$ cat src/rtl/ghm_ram.sv
module ghm_ram #(
    parameter int WIDTH = 32,
    parameter int DEPTH = 64
) (
    input  logic                             clk,
    input  logic                             we,
    input  logic [$clog2(DEPTH > 1 ? DEPTH : 2)-1:0] waddr,
    input  logic [WIDTH-1:0]                 wdata,
    input  logic [$clog2(DEPTH > 1 ? DEPTH : 2)-1:0] raddr,
    output logic [WIDTH-1:0]                 rdata
);

    logic [WIDTH-1:0] mem [DEPTH];

    always_ff @(posedge clk)
    begin
        if (we)
        begin
            mem[waddr] <= wdata;
        end
        rdata <= mem[raddr];
    end

endmodule

$ cat config.mk
export PLATFORM = sky130hd
export DESIGN_NAME = ghm_ram
export DESIGN_NICKNAME = d
export VERILOG_FILES = /design/src/rtl/ghm_ram.sv
export SDC_FILE = /design/constraint.sdc
export NUM_CORES = 2
export LEC_CHECK = 0
export ABC_AREA = 1
export BUFFER_PORTS_ARGS = -buffer_cell sky130_fd_sc_hd__buf_2
export CAP_MARGIN = 10
export CORE_MARGIN = 3
export CORE_UTILIZATION = 30
export CTS_CLUSTER_SIZE = 14
export DETAILED_ROUTE_END_ITERATION = 10
export HOLD_SLACK_MARGIN = 0.03
export PLACE_DENSITY = 0.42
export SLEW_MARGIN = 5
export SYNTH_ARGS = -nofsm -noshare
export SYNTH_HDL_FRONTEND = slang
export SYNTH_SLANG_ARGS = --single-unit
export TNS_END_PERCENT = 20
$ cat constraint.sdc
create_clock -name clk -period 5.31 [get_ports clk]
set_clock_uncertainty 0.15 [all_clocks]
set_input_delay 0.2655 -clock clk [delete_from_list [all_inputs] [get_ports clk]]
set_output_delay 0.2655 -clock clk [all_outputs]
set_load 0.005 [all_outputs]
==> results_dict.tcl <==
set metrics [dict create \
    run_status "completed" \
    crit_chain "dlygate4sd3_1, clkbuf_8, inv_6, buf_12, nand3_1, nand3_1, nand2_1, nand2_1, nand2_1" \
    maxSlewViolCount 0 \
    drv_cap 0 \
    crit_path_end_kind "register" \
    root_buffer "clkbuf_16" \
    ys_seq_area_share_pct 75.1 \
    synth_area_leaders "edfxtp_1 74%, nand3_1 12%, nand2_1 10%" \
    crit_start "raddr[3]" \
    drive_gt1_share_pct 8.99 \
    fin_cells 10695 \
    fin_util_pct 34.7 \
    synth.largest_area_cell "edfxtp_1" \
    grt_max_degree 170 \
    ys_warn_count 0 \
    cp_slowest_cell "inv_6" \
    fillers 26877 \
    synth_cells 6769 \
    crit_path_max_fanout 58 \
    hold_path.class "in -> reg" \
    final_hold_viol_count 0 \
    vdd_ir_drop_max_mv 0.229 \
    htree_levels 4 \
    cts.sink_count 2080 \
    cpPeakStageDelay_ns 0.61 \
    min_period_ns 2.65 \
    ctsResizeCount 0 \
    finalInstanceArea_um2 95200 \
    wl_um 264000 \
    die_h_um 531 \
    syn_nets 6815 \
    dpl_cell_area_um2 87700 \
    dp_cells 10242 \
    drt_iter0_markers 4408 \
    post-route-drc-count 0 \
    syn_to_final_growth_pct 15.1 \
    vias 52378 \
    min_from "waddr[0]" \
    numCtsBuffers 226 \
    worstRegToRegCells 8 \
    arrival_ns 3.25 \
    dieArea_um2 282000 \
    setup_tns_ns 0 \
    power_leakage_nw 32.8 \
    antenna_found_initial 14 \
    crit_type "in -> reg" \
    postSynthAreaPerCell_um2 12.2 \
    nNetsFinal 6868 \
    synth.top_cell.area_share_pct 74.3 \
    powerDensity_nw_per_um2 376 \
    ant_nets 0 \
    row_count 192 \
    clockBufferDepth 4 \
    ios 78 \
    clk_pin_slew_worst_paths_ns 0.06 \
    crit_top_cell "nand2_1" \
    rsz0062_at_grt "false" \
    drt-wirelength-per-cell_um 24.7 \
    required_ns 5.90 \
    coreArea_um2 274000 \
    firstDrtPassIters 5 \
    vias_per_cell 4.90 \
    clk_latency_ns 0.87 \
    first_global_vias 50078 \
    fp.dieW_um 531 \
    max_slew.worst_pin.slew_ns 1.25 \
    cts_tree "yes" \
    syn_area_um2 82700 \
    start_kind "primary input" \
    setup_viol 0 \
    timing.fmax_ghz 0.377 \
    initial_core_util_pct 30.2 \
    grt_overflow_total 0 \
    globalplace.congestion 0.796 \
    min_path_cells 3 \
    r2r-start "mem[40][4]" \
    slew_headroom_pct 16.7 \
    yosysUniqueCellTypes 16 \
    ys_seq_elements 2080 \
    grt_pass1_wl_um 379000 \
    io_buffer_count 77 \
    fin_crit_sh_pct 50.0 \
    track_usage_pct 18.3 \
    dp_hpwl_um 141000 \
]
timing repair:
action,CTS,global route
hold buffers,35,0
hold endpoints to repair,1735,0
setup buffers,0,0
kinds of logic after synthesis:
family,Yosys count,share of synthesized area (%)
AND/OR/NAND/NOR,4228,22.1
buffers and inverters,461,2.78
flip-flops,2080,75.1
flip-flops by register name, summed over array words and instances, names as in the netlist:
name / count
mem: 2048
rdata: 32
synth_stat cells:
library cell	n
nand2_1	2248
edfxtp_1	2048
nand3_1	1907
buf_2	282
clkbuf_1	77
nor2_1	56
buf_4	45
buf_1	40
dfxtp_1	32
inv_1	9
nand4_1	9
nor4_1	8
buf_6	3
buf_8	2
inv_2	2
inv_4	1
final timing paths:
path / end / slack, ns
min: mem[52][3] / 0.12
min reg2reg: rdata[21] / 0.64
max reg2reg: rdata[4] / 3.42
max: rdata[3] / 2.66
per-layer routing:
| layer | track usage [%] | vias up | wire length [um] |
|---|---|---|---|
| met1 | 25.7 | 26546 | 120000 |
| met2 | 30.0 | 1225 | 126000 |
| met3 | 1.88 | 347 | 10400 |
| li1 | - | 24258 | - |
| met5 | 0 | - | 11 |
| met4 | 5.47 | 2 | 7250 |
stage by stage:
stage               total power [W]  hold WS, ns  worst slack [ns]
global route                 0.0371        0.115              2.63
CTS                          0.0363       0.0563              2.76
finish                       0.0358        0.124              2.66
floorplan                    0.0197        0.214             0.765
global placement             0.0208        0.514              1.86
detailed placement           0.0208        0.516              1.84
power breakdown:
| part | switching (W) | internal, W |
|---|---|---|
| Combinational | 0.00167 | 0.000512 |
| Clock | 0.00646 | 0.00893 |
| Sequential | 0.0000848 | 0.0182 |
| Total | 0.00822 | 0.0276 |
worst max-delay path: cells and delay by family:
kind	cells	cell delay, ns
buffers and inverters	4	1.85
and+or+nand+nor	5	0.91
layout by cell type, fill, tap and decap left out:
| master | Yosys | routed |
|---|---|---|
| nand2_1 | 2248 | 2248 |
| edfxtp_1 | 2048 | 2048 |
| nand3_1 | 1907 | 1907 |
| clkbuf_16 | 0 | 229 |
| buf_4 | 45 | 141 |
| buf_2 | 282 | 59 |
| nor2_4 | 0 | 56 |
| clkbuf_1 | 77 | 48 |
| clkinv_2 | 0 | 47 |
| clkinv_1 | 0 | 38 |
| dlygate4sd3_1 | 0 | 35 |
| buf_12 | 0 | 33 |
| dfxtp_1 | 32 | 32 |
| clkbuf_8 | 0 | 19 |
| bufinv_16 | 0 | 17 |
| diode_2 | 0 | 9 |
| nand4_1 | 9 | 9 |
| nor4_2 | 0 | 8 |
| inv_1 | 9 | 6 |
| clkinvlp_4 | 0 | 6 |
| inv_6 | 0 | 5 |
| buf_8 | 2 | 3 |
| inv_8 | 0 | 2 |
| buf_16 | 0 | 2 |
| inv_16 | 0 | 1 |
| inv_4 | 1 | 1 |
layout make-up:
type                       instances  area [um^2]  area share (%)
antenna                            9         22.5          0.0236
clock buffer                     295         6160            6.47
clock inverter                   111          965            1.01
inverter                          12         83.8          0.0880
multi-input combinational       4228        18800            19.7
sequential                      2080        62100            65.3
tap                             3686         4610            4.84
timing repair buffer             274         2480            2.60
No activity file was read; power rests on OpenSTA's default activity.
