### config.mk
export PLATFORM = sky130hd
export DESIGN_NAME = ghm_mul
export DESIGN_NICKNAME = d
export VERILOG_FILES = /design/src/rtl/ghm_pkg.sv /design/src/rtl/ghm_mul.sv
export SDC_FILE = /design/constraint.sdc
export NUM_CORES = 2
export LEC_CHECK = 0
export BUFFER_PORTS_ARGS = -buffer_cell sky130_fd_sc_hd__clkbuf_2
export CORE_AREA = 4 4 266 268
export DETAILED_ROUTE_END_ITERATION = 8
export DIE_AREA = 0 0 270 272
export PLACE_DENSITY = 0.78
export SYNTH_ARGS = -nofsm -noshare
export SYNTH_HDL_FRONTEND = slang
export SYNTH_SLANG_ARGS = --single-unit
export TNS_END_PERCENT = 10
### constraint.sdc
create_clock -name clk -period 8.3 [get_ports clk]
set_input_delay 1.245 -clock clk [delete_from_list [all_inputs] [get_ports clk]]
set_output_delay 1.245 -clock clk [all_outputs]
set_load 0.02 [all_outputs]
### src/rtl/ghm_pkg.sv
package ghm_pkg;

    localparam int NUM_BINS = 64;
    localparam int BIN_W    = (NUM_BINS > 1) ? $clog2(NUM_BINS) : 1;
    localparam int NB_W     = $clog2(NUM_BINS + 1);
    localparam int STEP_W   = $clog2(BIN_W + 1);

    // shared multiplier operand and product widths
    localparam int MUL_W  = 33;
    localparam int PROD_W = 2 * MUL_W;

    // truth value, its offset from the first bin edge, square accumulator
    localparam int VAL_W  = 42;
    localparam int DIFF_W = VAL_W + 1;
    localparam int SQ_W   = 80;

    localparam int CFG_W     = 32;
    localparam int CFG_IDX_W = 3;

    typedef enum logic [CFG_IDX_W-1:0] {
        REG_DETECT_LOW  = 3'd0,
        REG_DETECT_HIGH = 3'd1,
        REG_TRUTH_SCALE = 3'd2,
        REG_TRUTH_BIAS  = 3'd3,
        REG_HIST_LOW    = 3'd4,
        REG_HIST_WIDTH  = 3'd5,
        REG_HIST_BINS   = 3'd6
    } cfg_reg_t;

    typedef enum logic {
        OP_ACCUM = 1'b0,
        OP_READ  = 1'b1
    } op_t;

    typedef struct packed {
        logic       op;
        logic [7:0] truth_code;
        logic [7:0] detect_code;
        logic [5:0] bin_select;
    } in_item_t;

    typedef struct packed {
        logic               counted;
        logic [5:0]         bin_index;
        logic [31:0]        bin_count;
        logic [31:0]        total_count;
        logic signed [63:0] value_sum;
        logic [63:0]        value_sum_sq;
    } out_item_t;

endpackage

### src/rtl/ghm_mul.sv
module ghm_mul
    import ghm_pkg::*;
(
    input  logic                     clk,
    input  logic signed [MUL_W-1:0]  a,
    input  logic signed [MUL_W-1:0]  b,
    output logic signed [PROD_W-1:0] p
);

    always_ff @(posedge clk)
    begin
        p <= a * b;
    end

endmodule
==> run_results.csv <==
group,metric,value,unit
status,outcome,"finished, final reports clean",
place,post-dp-hpwl,99400,um
die,core_area,0.0683,mm^2
detailed_routing,final_wl,110000,um
die,die-area,0.0734,mm^2
final_layout,stdcell_area,0.0461,mm^2
grt,global_route.usage.total,31.6,%
grt,grt_overflow_total,0,
flow_run,cap_violations,0,
critical_path,cp.arrival,8.44,ns
final_layout,layout-drive-gt1-share,14.0,%
critical_path,crit_buf_inv,11,
place,detailed_place.area,0.0457,mm^2
timing,timing.final.max_slew_violations,0,
critical_path,critPathKind,"in2reg",
die,dieHeight,272,um
clock_tree,cts.path.max_buffers,2,
timing,setup_viol,0,
final_layout,final_common_cell,"fa_1",
yosys,synth-edff-count,0,
yosys,seq_area_frac_synth,3.24,%
die,dieWidth,270,um
detailed_routing,drt_first_iter_violations,1770,
detailed_routing,drt_first_pass_iters,8,
timing,max_freq,0.122,GHz
grt,grt_max_degree,28,
timing,worst_slew_pin_slew,0.638,ns
timing,worst_slew_margin_relative_to_its_limit,57.2,%
place,io_buffer_count,132,
critical_path,cp_max_fo,7,
detailed_routing,routed_via_density,5.43,
critical_path,worstSetupEndpoint,"p[65]$_DFF_P_",
critical_path,endpoint_kind,"flop",
yosys,syn-num-nets,5767,
die,row_count,96,
clock_tree,cts-hold-fix-buffers,0,
detailed_routing,detailroute.via_count,30445,
final_layout,final_cells,5609,
timing,finalHoldViolCount,0,
critical_path,slowest_stage_delay_cp,0.53,ns
critical_path,critical_path.startpoint_type,"input port",
critical_path,crit_cells,29,
final_layout,layout.nets,6148,
timing,fin_crit_sh,98.7,%
die,initial_utilization,59.6,%
clock_tree,tritoncts,"yes",
yosys,netlist_area,0.0407,mm^2
grt,grt_pass1_wl,180000,um
place,numPlacedInstances,5589,
final_layout,largest_register_ff_count,66,
yosys,syn_inst,4338,
yosys,synthesis.yosys.warnings,0,
clock_tree,clkSlewWorstSetupHoldPaths,0.07,ns
grt,antenna_found_initial,3,
critical_path,critical-path-top-cell-by-count,"fa_1",
critical_path,crit_required,8.55,ns
detailed_routing,drc_errors,0,
timing,fin_crit,8.19,ns
grt,grt_pass1_vias,34323,
final_layout,register_with_the_most_flip_flops,"p",
yosys,yosys.cell_types.count,80,
yosys,postSynth.asyncResetShare,0,%
critical_path,critical-path-top-delay-family,"adder cells",
detailed_routing,antenna_violating_nets_post_route,0,
final_layout,largestRegisters,"p (66)",
final_layout,final_cell_mix,"1143 x fa_1, 1130 x inv_1, 562 x and2_1",
die,top_level_ports,133,
timing,setup_tns,0,ns
timing,grt_setup_unrepaired,"yes",
clock_tree,clkSinkCount,66,
place,place.gp.congestion,0.961,
clock_tree,cts_htree_levels,3,
hold_path,hold_path.class,"in2reg",
clock_tree,cts-buffers-inserted,9,
detailed_routing,routed_wire_length_per_instance,19.7,um
final_layout,area_delta_synth_final,13.2,%
yosys,syn-mean-instance-area,9.39,um^2
clock_tree,clock-root-buffer,"clkbuf_16",
critical_path,critical-path-slowest-cell,"fa_1",
critical_path,critPathLaunch,"a[20]",
yosys,ys_seq_elements,66,
yosys,synth_ff_type,"dfxtp_1",
worst min path at each step:
stage / end / start / slack [ns] / depth (start not counted)
after global routing: p[0]$_DFF_P_ / b[0] / 1.55 / 3
after detailed placement: p[33] / p[33]$_DFF_P_ / 1.66 / 1
final: p[0]$_DFF_P_ / b[0] / 1.54 / 3
after floorplan: p[0]$_DFF_P_ / a[0] / 1.37 / 1
after CTS: p[0]$_DFF_P_ / b[0] / 1.60 / 3
after global placement: p[33] / p[33]$_DFF_P_ / 1.66 / 1
per-stage QoR:
| stage | setup WS [ns] | utilization, % | hold WS (ns) |
|---|---|---|---|
| floorplan | 0.0378 | - | 1.37 |
| global placement | -0.307 | 66.8 | 1.66 |
| detailed placement | -0.363 | 66.8 | 1.66 |
| CTS | 0.0268 | 67.3 | 1.60 |
| global route | -0.0895 | 67.4 | 1.55 |
| finish | 0.108 | 67.4 | 1.54 |
final cells by class:
class                           instances  area (um^2)
Timing Repair Buffer                  591         4690
Antenna cell                            3         7.51
Fill cell                            5110        22300
Clock inverter                          5         77.6
Tap cell                              882         1100
Inverter                             1131         4250
Multi-Input combinational cell       2920        34400
Sequential cell                        66         1320
Clock buffer                           11          243
tightest hold or removal path, delay by kind of cell:
kind | cells | cell delay (ns)
buffers and inverters | 2 | 0.43
AND/OR/NAND/NOR | 1 | 0.18
cell families after synthesis:
| group | synth area share, % |
|---|---|
| AND/OR/NAND/NOR | 15.8 |
| XOR/XNOR | 1.46 |
| buffers and inverters | 12.5 |
| adder cells (fa/ha/maj) | 62.9 |
| AO/OA/AOI/OAI | 4.07 |
| flip-flops | 3.24 |
cells in the mapped netlist (7+ instances only):
| cell type | n | area [um^2] |
|---|---|---|
| xor2_1 | 25 | 219 |
| dfxtp_1 | 66 | 1320 |
| xnor2_1 | 43 | 377 |
| inv_1 | 1131 | 4250 |
| nor3_1 | 7 | 35.0 |
| clkbuf_1 | 208 | 781 |
| a31oi_1 | 8 | 50.1 |
| o21ai_0 | 25 | 125 |
| a211oi_1 | 7 | 52.6 |
| a21o_1 | 36 | 270 |
| o21bai_1 | 11 | 82.6 |
| a21oi_1 | 57 | 285 |
| fa_1 | 1145 | 22900 |
| nand4_1 | 11 | 68.8 |
| nand2b_1 | 12 | 75.1 |
| ha_1 | 217 | 2720 |
| nand3_1 | 25 | 125 |
| buf_2 | 11 | 55.1 |
| and2_1 | 562 | 3520 |
| nor2_1 | 68 | 255 |
| nand2_1 | 551 | 2070 |
per-layer routing:
layer,GRT usage [%],up-vias,routed length [um]
met3,3.59,446,5620
met1,35.0,15659,36300
met2,56.1,1260,57900
met4,23.8,0,10400
li1,-,13080,-
met5,0,-,0
timing repair:
| action | CTS | global route |
|---|---|---|
| setup buffers | 0 | 1 |
| gates resized for setup | 0 | 35 |
| setup endpoints to repair | 0 | 24 |
Power is not shown: default switching activity piles up to over one toggle a cycle in this logic, so the estimate is an artifact.
